File: src/rtl/core/par_pkg.sv
`default_nettype none
// ----------------------------------------------------------------------------
// par_pkg
// Shared types and constants of the primitive assembly rewriter.
// ----------------------------------------------------------------------------
package par_pkg;

  localparam int unsigned VERTEX_BITS = 32;
  localparam int unsigned IN_BITS     = 32;
  localparam int unsigned OUT_BITS    = 32;
  localparam int unsigned MAX_RES     = 8;
  localparam int unsigned SLOT_W      = $clog2(MAX_RES);
  localparam int unsigned CNT_W       = $clog2(MAX_RES + 1);
  localparam int unsigned QUEUE_DEPTH = 2;
  localparam int unsigned QPTR_W      = (QUEUE_DEPTH > 1) ? $clog2(QUEUE_DEPTH) : 1;
  localparam int unsigned QCNT_W      = $clog2(QUEUE_DEPTH + 1);
  localparam int unsigned CFG_IDX_W   = 2;
  localparam int unsigned CFG_DATA_W  = 8;

  typedef enum logic [3:0] {
    PRIM_POINTS     = 4'd0,
    PRIM_LINES      = 4'd1,
    PRIM_LINE_STRIP = 4'd2,
    PRIM_LINE_LOOP  = 4'd3,
    PRIM_TRIS       = 4'd4,
    PRIM_TRI_STRIP  = 4'd5,
    PRIM_TRI_FAN    = 4'd6,
    PRIM_QUADS      = 4'd7,
    PRIM_QUAD_STRIP = 4'd8,
    PRIM_POLYGON    = 4'd9
  } prim_mode_e;

  typedef enum logic [1:0] {
    POLY_POINT = 2'd0,
    POLY_LINE  = 2'd1,
    POLY_FILL  = 2'd2
  } poly_mode_e;

  typedef enum logic [1:0] {
    TOPO_POINTS = 2'd0,
    TOPO_LINES  = 2'd1,
    TOPO_TRIS   = 2'd2
  } topo_e;

  typedef enum logic [CFG_IDX_W-1:0] {
    CFG_PRIM_MODE      = 2'd0,
    CFG_POLY_MODE      = 2'd1,
    CFG_LAST_PROVOKING = 2'd2,
    CFG_FLAT_SHADING   = 2'd3
  } cfg_reg_e;

  typedef logic [VERTEX_BITS-1:0] vtx_t;

  typedef struct packed {
    logic                  valid;
    logic [CFG_IDX_W-1:0]  index;
    logic [CFG_DATA_W-1:0] data;
  } cfg_wr_t;

  typedef struct packed {
    vtx_t [MAX_RES-1:0] list;
    logic [CNT_W-1:0]   cnt;
    logic [1:0]         topo;
  } prim_entry_t;

endpackage
`default_nettype wire

File: src/rtl/core/par_front.sv
`default_nettype none
// ----------------------------------------------------------------------------
// par_front
// Holds the configuration and batch state, classifies each vertex beat and
// builds the explicit index list it causes.
// ----------------------------------------------------------------------------
module par_front (
  input  wire                         clk_i,
  input  wire                         rst_ni,
  input  wire  par_pkg::cfg_wr_t      cfg_i,
  input  wire  [par_pkg::IN_BITS-1:0] vertex_index_i,
  input  wire                         end_of_batch_i,
  input  wire                         accept_i,
  output par_pkg::prim_entry_t        entry_o,
  output logic                        push_o
);
  import par_pkg::*;

  logic [3:0] prim_mode_q;
  logic [1:0] poly_mode_q;
  logic       last_prov_q;
  logic       flat_q;

  vtx_t       first_q;
  vtx_t       hist_q [3];
  logic [1:0] seen_q;
  logic [1:0] phase_q;
  logic [1:0] phase_d;

  vtx_t               v, h0, h1, h2, fv;
  logic               odd, lp, fill;
  vtx_t [MAX_RES-1:0] list_d;
  logic [CNT_W-1:0]   cnt_d;
  logic [1:0]         topo_d;

  always_ff @(posedge clk_i or negedge rst_ni) begin
    if (!rst_ni) begin
      prim_mode_q <= PRIM_POINTS;
      poly_mode_q <= POLY_FILL;
      last_prov_q <= 1'b0;
      flat_q      <= 1'b0;
    end else if (cfg_i.valid) begin
      unique case (cfg_i.index)
        CFG_PRIM_MODE:      prim_mode_q <= cfg_i.data[3:0];
        CFG_POLY_MODE:      poly_mode_q <= cfg_i.data[1:0];
        CFG_LAST_PROVOKING: last_prov_q <= cfg_i.data[0];
        CFG_FLAT_SHADING:   flat_q      <= cfg_i.data[0];
        default: ;
      endcase
    end
  end

  assign v    = vertex_index_i[VERTEX_BITS-1:0];
  assign h0   = hist_q[0];
  assign h1   = hist_q[1];
  assign h2   = hist_q[2];
  assign fv   = (seen_q == 2'd0) ? v : first_q;
  assign odd  = phase_q[0];
  assign lp   = last_prov_q;
  assign fill = (poly_mode_q != POLY_POINT) && (poly_mode_q != POLY_LINE);

  always_comb begin
    if (prim_mode_q == PRIM_POINTS) begin
      topo_d = TOPO_POINTS;
    end else if (prim_mode_q <= PRIM_LINE_LOOP) begin
      topo_d = TOPO_LINES;
    end else if (prim_mode_q <= PRIM_TRI_FAN) begin
      topo_d = TOPO_TRIS;
    end else if (prim_mode_q <= PRIM_POLYGON) begin
      if (poly_mode_q == POLY_POINT)     topo_d = TOPO_POINTS;
      else if (poly_mode_q == POLY_LINE) topo_d = TOPO_LINES;
      else                               topo_d = TOPO_TRIS;
    end else begin
      topo_d = TOPO_POINTS;
    end
  end

  always_comb begin
    list_d = '0;
    cnt_d  = '0;
    unique case (prim_mode_q)
      PRIM_POINTS: begin
        list_d[0] = v;
        cnt_d     = CNT_W'(1);
      end
      PRIM_LINES: begin
        if (odd) begin
          list_d[0] = lp ? v : h0;
          list_d[1] = lp ? h0 : v;
          cnt_d     = CNT_W'(2);
        end
      end
      PRIM_LINE_STRIP, PRIM_LINE_LOOP: begin
        if (seen_q != 2'd0) begin
          list_d[0] = lp ? v : h0;
          list_d[1] = lp ? h0 : v;
          cnt_d     = CNT_W'(2);
        end
      end
      PRIM_TRIS: begin
        if (phase_q == 2'd2) begin
          list_d[0] = lp ? v : h1;
          list_d[1] = lp ? h1 : h0;
          list_d[2] = lp ? h0 : v;
          cnt_d     = CNT_W'(3);
        end
      end
      PRIM_TRI_STRIP: begin
        if (seen_q >= 2'd2) begin
          if (odd) begin
            list_d[0] = lp ? v : h1;
            list_d[1] = lp ? h0 : v;
            list_d[2] = lp ? h1 : h0;
          end else begin
            list_d[0] = lp ? v : h1;
            list_d[1] = lp ? h1 : h0;
            list_d[2] = lp ? h0 : v;
          end
          cnt_d = CNT_W'(3);
        end
      end
      PRIM_TRI_FAN: begin
        if (seen_q >= 2'd2) begin
          list_d[0] = lp ? v : h0;
          list_d[1] = lp ? fv : v;
          list_d[2] = lp ? h0 : fv;
          cnt_d     = CNT_W'(3);
        end
      end
      PRIM_QUADS: begin
        if (poly_mode_q == POLY_POINT) begin
          list_d[0] = v;
          cnt_d     = CNT_W'(1);
        end else if (phase_q == 2'd3) begin
          if (!fill) begin
            list_d[0] = h2; list_d[1] = h1;
            list_d[2] = h1; list_d[3] = h0;
            list_d[4] = h0; list_d[5] = v;
            list_d[6] = v;  list_d[7] = h2;
            cnt_d     = CNT_W'(8);
          end else if (flat_q) begin
            list_d[0] = v; list_d[1] = h2; list_d[2] = h1;
            list_d[3] = v; list_d[4] = h1; list_d[5] = h0;
            cnt_d     = CNT_W'(6);
          end else begin
            list_d[0] = h2; list_d[1] = h1; list_d[2] = h0;
            list_d[3] = h2; list_d[4] = h0; list_d[5] = v;
            cnt_d     = CNT_W'(6);
          end
        end
      end
      PRIM_QUAD_STRIP: begin
        if (poly_mode_q == POLY_POINT) begin
          list_d[0] = v;
          cnt_d     = CNT_W'(1);
        end else if (seen_q == 2'd3 && odd) begin
          if (!fill) begin
            list_d[0] = h2; list_d[1] = h1;
            list_d[2] = h1; list_d[3] = v;
            list_d[4] = v;  list_d[5] = h0;
            list_d[6] = h0; list_d[7] = h2;
            cnt_d     = CNT_W'(8);
          end else if (flat_q) begin
            list_d[0] = v; list_d[1] = h0; list_d[2] = h2;
            list_d[3] = v; list_d[4] = h2; list_d[5] = h1;
            cnt_d     = CNT_W'(6);
          end else begin
            list_d[0] = h2; list_d[1] = h1; list_d[2] = h0;
            list_d[3] = h0; list_d[4] = h1; list_d[5] = v;
            cnt_d     = CNT_W'(6);
          end
        end
      end
      PRIM_POLYGON: begin
        if (poly_mode_q == POLY_POINT) begin
          list_d[0] = v;
          cnt_d     = CNT_W'(1);
        end else if (!fill) begin
          if (seen_q != 2'd0) begin
            list_d[0] = h0;
            list_d[1] = v;
            cnt_d     = CNT_W'(2);
          end
        end else if (seen_q >= 2'd2) begin
          list_d[0] = fv;
          list_d[1] = h0;
          list_d[2] = v;
          cnt_d     = CNT_W'(3);
        end
      end
      default: ;
    endcase

    // close the loop or outline after the last vertex's own edge
    if (end_of_batch_i && seen_q != 2'd0) begin
      if (prim_mode_q == PRIM_LINE_LOOP ||
          (prim_mode_q == PRIM_POLYGON && poly_mode_q == POLY_LINE)) begin
        if (cnt_d == '0) begin
          list_d[0] = (prim_mode_q == PRIM_LINE_LOOP && lp) ? fv : v;
          list_d[1] = (prim_mode_q == PRIM_LINE_LOOP && lp) ? v : fv;
          cnt_d     = CNT_W'(2);
        end else begin
          list_d[2] = (prim_mode_q == PRIM_LINE_LOOP && lp) ? fv : v;
          list_d[3] = (prim_mode_q == PRIM_LINE_LOOP && lp) ? v : fv;
          cnt_d     = CNT_W'(4);
        end
      end
    end
  end

  always_comb begin
    if (prim_mode_q == PRIM_TRIS) begin
      phase_d = (phase_q >= 2'd2) ? 2'd0 : phase_q + 2'd1;
    end else begin
      phase_d = phase_q + 2'd1;
    end
  end

  always_ff @(posedge clk_i or negedge rst_ni) begin
    if (!rst_ni) begin
      first_q   <= '0;
      hist_q[0] <= '0;
      hist_q[1] <= '0;
      hist_q[2] <= '0;
      seen_q    <= '0;
      phase_q   <= '0;
    end else if (accept_i) begin
      if (end_of_batch_i) begin
        first_q   <= '0;
        hist_q[0] <= '0;
        hist_q[1] <= '0;
        hist_q[2] <= '0;
        seen_q    <= '0;
        phase_q   <= '0;
      end else begin
        if (seen_q == 2'd0) begin
          first_q <= v;
        end
        hist_q[2] <= h1;
        hist_q[1] <= h0;
        hist_q[0] <= v;
        if (seen_q != 2'd3) begin
          seen_q <= seen_q + 2'd1;
        end
        phase_q <= phase_d;
      end
    end
  end

  assign entry_o.list = list_d;
  assign entry_o.cnt  = cnt_d;
  assign entry_o.topo = topo_d;
  assign push_o       = accept_i && (cnt_d != '0);

endmodule
`default_nettype wire

File: src/rtl/core/par_queue.sv
`default_nettype none
// ----------------------------------------------------------------------------
// par_queue
// Short queue of built primitive lists between front and back.
// ----------------------------------------------------------------------------
module par_queue (
  input  wire                   clk_i,
  input  wire                   rst_ni,
  input  wire                   push_i,
  input  wire par_pkg::prim_entry_t push_data_i,
  output logic                  full_o,
  input  wire                   pop_i,
  output logic                  valid_o,
  output par_pkg::prim_entry_t  pop_data_o
);
  import par_pkg::*;

  prim_entry_t         mem_q [QUEUE_DEPTH];
  logic [QPTR_W-1:0]   wr_ptr_q, rd_ptr_q;
  logic [QCNT_W-1:0]   count_q;
  logic                do_push, do_pop;

  assign full_o     = (count_q == QCNT_W'(QUEUE_DEPTH));
  assign valid_o    = (count_q != '0);
  assign pop_data_o = mem_q[rd_ptr_q];
  assign do_push    = push_i && !full_o;
  assign do_pop     = pop_i && valid_o;

  always_ff @(posedge clk_i) begin
    if (do_push) begin
      mem_q[wr_ptr_q] <= push_data_i;
    end
  end

  always_ff @(posedge clk_i or negedge rst_ni) begin
    if (!rst_ni) begin
      wr_ptr_q <= '0;
      rd_ptr_q <= '0;
      count_q  <= '0;
    end else begin
      if (do_push) begin
        wr_ptr_q <= (wr_ptr_q == QPTR_W'(QUEUE_DEPTH - 1)) ? '0 : wr_ptr_q + QPTR_W'(1);
      end
      if (do_pop) begin
        rd_ptr_q <= (rd_ptr_q == QPTR_W'(QUEUE_DEPTH - 1)) ? '0 : rd_ptr_q + QPTR_W'(1);
      end
      if (do_push && !do_pop) begin
        count_q <= count_q + QCNT_W'(1);
      end else if (do_pop && !do_push) begin
        count_q <= count_q - QCNT_W'(1);
      end
    end
  end

endmodule
`default_nettype wire

File: src/rtl/core/par_back.sv
`default_nettype none
// ----------------------------------------------------------------------------
// par_back
// Takes one built list at a time from the queue and sends it out one
// index beat per cycle while out_ready_i holds, marking each list's last beat.
// ----------------------------------------------------------------------------
module par_back (
  input  wire                          clk_i,
  input  wire                          rst_ni,
  input  wire                          q_valid_i,
  input  wire  par_pkg::prim_entry_t   q_data_i,
  output logic                         q_pop_o,
  output logic                         out_valid_o,
  input  wire                          out_ready_i,
  output logic [par_pkg::OUT_BITS-1:0] out_index_o,
  output logic [1:0]                   topology_o,
  output logic                         last_of_run_o
);
  import par_pkg::*;

  logic                busy_q;
  vtx_t [MAX_RES-1:0]  list_q;
  logic [CNT_W-1:0]    cnt_q;
  logic [1:0]          topo_q;
  logic [SLOT_W-1:0]   pos_q;
  logic                beat_done, last_beat;

  assign last_beat     = (CNT_W'(pos_q) + CNT_W'(1) == cnt_q);
  assign beat_done     = busy_q && out_ready_i;
  assign q_pop_o       = q_valid_i && (!busy_q || (beat_done && last_beat));
  assign out_valid_o   = busy_q;
  assign out_index_o   = OUT_BITS'(list_q[pos_q]);
  assign topology_o    = topo_q;
  assign last_of_run_o = last_beat;

  always_ff @(posedge clk_i) begin
    if (q_pop_o) begin
      list_q <= q_data_i.list;
      cnt_q  <= q_data_i.cnt;
      topo_q <= q_data_i.topo;
    end
  end

  always_ff @(posedge clk_i or negedge rst_ni) begin
    if (!rst_ni) begin
      busy_q <= 1'b0;
      pos_q  <= '0;
    end else if (q_pop_o) begin
      busy_q <= 1'b1;
      pos_q  <= '0;
    end else if (beat_done) begin
      if (last_beat) begin
        busy_q <= 1'b0;
        pos_q  <= '0;
      end else begin
        pos_q <= pos_q + SLOT_W'(1);
      end
    end
  end

  a_pos_in_list: assert property (@(posedge clk_i) disable iff (!rst_ni)
    busy_q |-> (CNT_W'(pos_q) < cnt_q))
    else $error("beat position beyond list length");

  a_no_empty_list: assert property (@(posedge clk_i) disable iff (!rst_ni)
    busy_q |-> (cnt_q != '0))
    else $error("empty list loaded");

  a_mid_list_stays: assert property (@(posedge clk_i) disable iff (!rst_ni)
    (beat_done && !last_beat) |=> busy_q)
    else $error("list dropped before its last beat");

  a_idle_loads: assert property (@(posedge clk_i) disable iff (!rst_ni)
    (q_valid_i && !busy_q) |=> busy_q)
    else $error("queued list not taken while idle");

endmodule
`default_nettype wire

File: src/rtl/core/primitive_assembly_rewriter.sv
`default_nettype none
// ----------------------------------------------------------------------------
// primitive_assembly_rewriter
// Turns a stream of vertex indices into explicit point, line or triangle
// index lists, with provoking-vertex rotation and loop closing.
// ----------------------------------------------------------------------------
// A vertex beat is taken in every cycle while the two-entry list queue has
// room; each vertex causes zero to eight output index beats, and the output
// port sends one index per cycle while out_ready_i is high. A list's first
// index leaves via the queue, then the back's list register. Configuration
// writes are always ready; the user must make them only while the block
// is drained, which the block itself does not enforce.
module primitive_assembly_rewriter (
  input  wire                                clk_i,
  input  wire                                rst_ni,
  input  wire                                cfg_valid_i,
  output logic                               cfg_ready_o,
  input  wire  [par_pkg::CFG_IDX_W-1:0]      cfg_index_i,
  input  wire  [par_pkg::CFG_DATA_W-1:0]     cfg_data_i,
  input  wire                                in_valid_i,
  output logic                               in_ready_o,
  input  wire  [par_pkg::IN_BITS-1:0]        vertex_index_i,
  input  wire                                end_of_batch_i,
  output logic                               out_valid_o,
  input  wire                                out_ready_i,
  output logic [par_pkg::OUT_BITS-1:0]       out_index_o,
  output logic [1:0]                         topology_o,
  output logic                               last_of_run_o
);
  import par_pkg::*;

  cfg_wr_t     cfg_wr;
  prim_entry_t front_entry, q_entry;
  logic        push, q_full, q_valid, q_pop;

  assign cfg_ready_o  = 1'b1;
  assign cfg_wr.valid = cfg_valid_i && cfg_ready_o;
  assign cfg_wr.index = cfg_index_i;
  assign cfg_wr.data  = cfg_data_i;
  assign in_ready_o   = !q_full;

  par_front u_front (
    .clk_i          (clk_i),
    .rst_ni         (rst_ni),
    .cfg_i          (cfg_wr),
    .vertex_index_i (vertex_index_i),
    .end_of_batch_i (end_of_batch_i),
    .accept_i       (in_valid_i && in_ready_o),
    .entry_o        (front_entry),
    .push_o         (push)
  );

  par_queue u_queue (
    .clk_i       (clk_i),
    .rst_ni      (rst_ni),
    .push_i      (push),
    .push_data_i (front_entry),
    .full_o      (q_full),
    .pop_i       (q_pop),
    .valid_o     (q_valid),
    .pop_data_o  (q_entry)
  );

  par_back u_back (
    .clk_i         (clk_i),
    .rst_ni        (rst_ni),
    .q_valid_i     (q_valid),
    .q_data_i      (q_entry),
    .q_pop_o       (q_pop),
    .out_valid_o   (out_valid_o),
    .out_ready_i   (out_ready_i),
    .out_index_o   (out_index_o),
    .topology_o    (topology_o),
    .last_of_run_o (last_of_run_o)
  );

endmodule
`default_nettype wire
File: config.mk
export PLATFORM = sky130hd
export DESIGN_NAME = primitive_assembly_rewriter
export DESIGN_NICKNAME = d
export VERILOG_FILES = /design/src/rtl/core/par_pkg.sv /design/src/rtl/core/par_front.sv /design/src/rtl/core/par_queue.sv /design/src/rtl/core/par_back.sv /design/src/rtl/core/primitive_assembly_rewriter.sv
export SDC_FILE = /design/constraint.sdc
export NUM_CORES = 2
export LEC_CHECK = 0
export ABC_CLOCK_PERIOD_IN_PS = 18100
export BUFFER_PORTS_ARGS = -buffer_cell sky130_fd_sc_hd__buf_2
export CORE_ASPECT_RATIO = 0.6
export CORE_UTILIZATION = 35
export DETAILED_ROUTE_END_ITERATION = 6
export GPL_TIMING_DRIVEN = 0
export PLACE_DENSITY = 0.52
export SLEW_MARGIN = 20
export SYNTH_ARGS = -nofsm -noshare
export SYNTH_HDL_FRONTEND = slang
export SYNTH_SLANG_ARGS = --single-unit
File: constraint.sdc
create_clock -name clk_i -period 18.1 [get_ports clk_i]
set_clock_uncertainty 0.15 [all_clocks]
set_input_delay 0 -clock clk_i [delete_from_list [all_inputs] [get_ports clk_i]]
set_output_delay 0 -clock clk_i [all_outputs]
set_load 0.01 [all_outputs]
==> reports/results.txt <==
Outcome - complete, but fails checks
Failing checks - design-rule violations
Routed vias/inst - 6.75
Yosys top cell by area - edfxtp_1
CTS clk-pin slew, worst paths - 80 ps
WL final - 303 mm
FMAX - 182 MHz
Count leader, synth - edfxtp_1
Max-slew headroom - 2.92%
Number of flops mapped to enable cells by yosys - 786
Post-layout util - 41.5%
Max-slew violation total from the final report - 0
Post-route ant nets - 0
RSZ-0062 raised after global routing - false
Initial antenna violation count - 57
Die height - 290 um
Drt drc - 1
Slew @ Worst Pin - 1460 ps
CTS tree - done
Port Buffer Count - 78
Synth cell count leaders - edfxtp_1 (786), nand2_1 (384), clkbuf_1 (345)
I/O Pins - 86
Max-cap violations - 0
Fill cells - 13100
Post-DP HPWL - 219 mm
Max FO, Critical Path - 10
Clock root buffer - clkbuf_16
Cell Rows - 105
Total CTS buffers - 92
Mapped cell area - 0.0484 mm^2
P&R area growth vs syn - 17.5%
HP Class - input pin to flip-flop
Synth area leaders - edfxtp_1 (49%), dfrtp_1 (7.6%), mux2_2 (7.2%)
Sequential element share of the synthesized area - 56.4%
Clock Path Buffers - 3
Tmin final - 5500 ps
#FFs+latches synth - 934
Initial core utilization - 35.4%
Detailed Routing Iterations Pass 1 - 6
Critical path type - flip-flop to flip-flop
Tcrit/Tclk final - 30.4%
Max VDD drop - 0.000120 V
Multi-input gate area - 0.0192 mm^2
Pwr/cell area - 159 mW/mm^2
Crit. End Element - flip-flop
Pin count of the biggest net entering global routing - 56
Worst-Skew Late Latency - 750 ps
Die footprint - 0.140 mm^2
Total number of vias - 43100
Post CTS Setup Buffer Count - 0
Worst Setup Start Kind - flip-flop
Prevailing post-synth register cell - edfxtp_1
H-Tree Depth - 3
Pwr Total - 9.04 mW
Total GRT Usage - 42.6%
Asr flop ratio synth - 15.8%
YS warnings - 0
Core ar. - 0.137 mm^2
Routability cong. - 1.08
WL/cell - 47.5 um
Count of final hold-check violations - 0
Worst Path Arrival - 5730 ps
DR iter-0 viols - 8222
Final setup viols - 0
Die X - 482 um
FF/Latch Area - 0.0273 mm^2
Clk sinks - 934
Gate Count Post-Synth - 4170
Count of different cell masters after synthesis - 85
First-pass GRT wire length - 389 mm
Synth top area share - 48.8%
WHS - 12.1 ps
Vias in the first global route - 39200
Static leakage - 19.7 nW
GR Overflow Total - 0
Net count after synthesis - 4227
Nets - 4534
CP Data Required Time - 18330 ps
Layout cells sized above 1 - 20.7%
Syn avg cell area - 11.6 um^2
-- cells by family after synthesis --
group,after synthesis,share of synthesized area (%)
AOI/OAI and AO/OA,1232,16.6
and+or+nand+nor,936,8.52
DFF,934,56.4
muxes,558,14.0
buffers and inverters,492,4.06
adders and majority gates,9,0.233
xor gates and xnor gates,8,0.145
other,1,0.00775
-- power breakdown --
| group | switching, mW | leakage, nW | internal (mW) |
|---|---|---|---|
| clock network | 0.933 | 1.51 | 1.14 |
| registers | 0.246 | 9.20 | 2.81 |
| logic | 2.75 | 9.02 | 1.17 |
| total | 3.93 | 19.7 | 5.11 |
-- placed cells by master, fill, tap and decap left out, drive strengths merged, types with 55 or more instances in the layout --
cell	synthesis	final
a22oi	95	95
nand2	384	384
dfrtp	147	147
nand2b	77	77
nor2	337	337
mux2i	185	185
o21ai	258	258
a21oi	335	335
mux2	309	309
o22ai	120	120
clkbuf	346	465
edfxtp	786	786
dlygate4sd3	0	59
buf	102	253
mux4	64	64
inv	42	55
-- per-layer routing --
layer	part of all wire, %	track usage (%)
met1	45	63.8
met2	36	51.9
met3	15	18.9
met4	4.2	15.7
met5	0.18	1.81
-- worst max-delay path: stages, from the launching register on --
cell	delay, ps
dfrtp_1	330
buf_2	320
clkinv_1	610
clkbuf_1	600
a21oi_1	880
clkbuf_1	910
o21ai_0	260
a32oi_1	1010
-- final timing paths --
check | startpoint | to | slack (ps) | depth (start not counted)
min | vertex_index_i[27] | u_front.h0[27] | 10 | 4
max | u_front.last_prov_q | u_queue.mem_q[1][83] | 12600 | 7
max in group asynchronous | rst_ni | u_front.h2[25] | 16460 | 6
min in group asynchronous | rst_ni | u_front.first_q[11] | 210 | 4
max reg2reg | u_front.last_prov_q | u_queue.mem_q[1][83] | 12600 | 7
min reg2reg | u_front.first_q[5] | u_front.first_q[5] | 330 | 2
-- final cells by class --
cell class,instances,area share (%)
clock inverters,56,1.25
plain buffers,449,3.54
multi-input cells,2744,33.8
flip-flops and latches,934,48.0
repair buffers,213,4.79
clock buffers,116,4.24
well taps,1819,4.00
inverters,43,0.284
diodes,12,0.0528
-- registers in the layout (all words and copies together), names as in the netlist, 2 cells and up --
register             flops
u_back.cnt_q             4
u_back.list_q          256
u_back.pos_q             3
u_back.topology_o        2
u_front.first_q         32
u_front.h0              32
u_front.h1              32
u_front.h2              32
u_front.phase_q          2
u_front.poly_mode_q      2
u_front.prim_mode_q      4
u_front.seen_q           2
u_queue.count_q          2
u_queue.mem_q          524
-- metrics by stage --
step | cells | setup WS, ps | setup TNS, ps | cell area, um^2
floorplan | 4170 | 2610 | 0 | 48400
global placement | 6067 | -7100 | -3474170 | 51100
detailed placement | 6139 | 13210 | 0 | 53100
CTS | 6371 | 13180 | 0 | 56800
global route | 6376 | 13000 | 0 | 56900
finish | 6386 | 12600 | 0 | 56900
-- repair_timing --
| action | 4_1_cts | 5_1_grt |
|---|---|---|
| hold buffers | 60 | 0 |
| endpoints found under the hold margin | 480 | 0 |
| gates resized for setup | 0 | 0 |
Note: power is estimated with default switching activity, not from simulation.
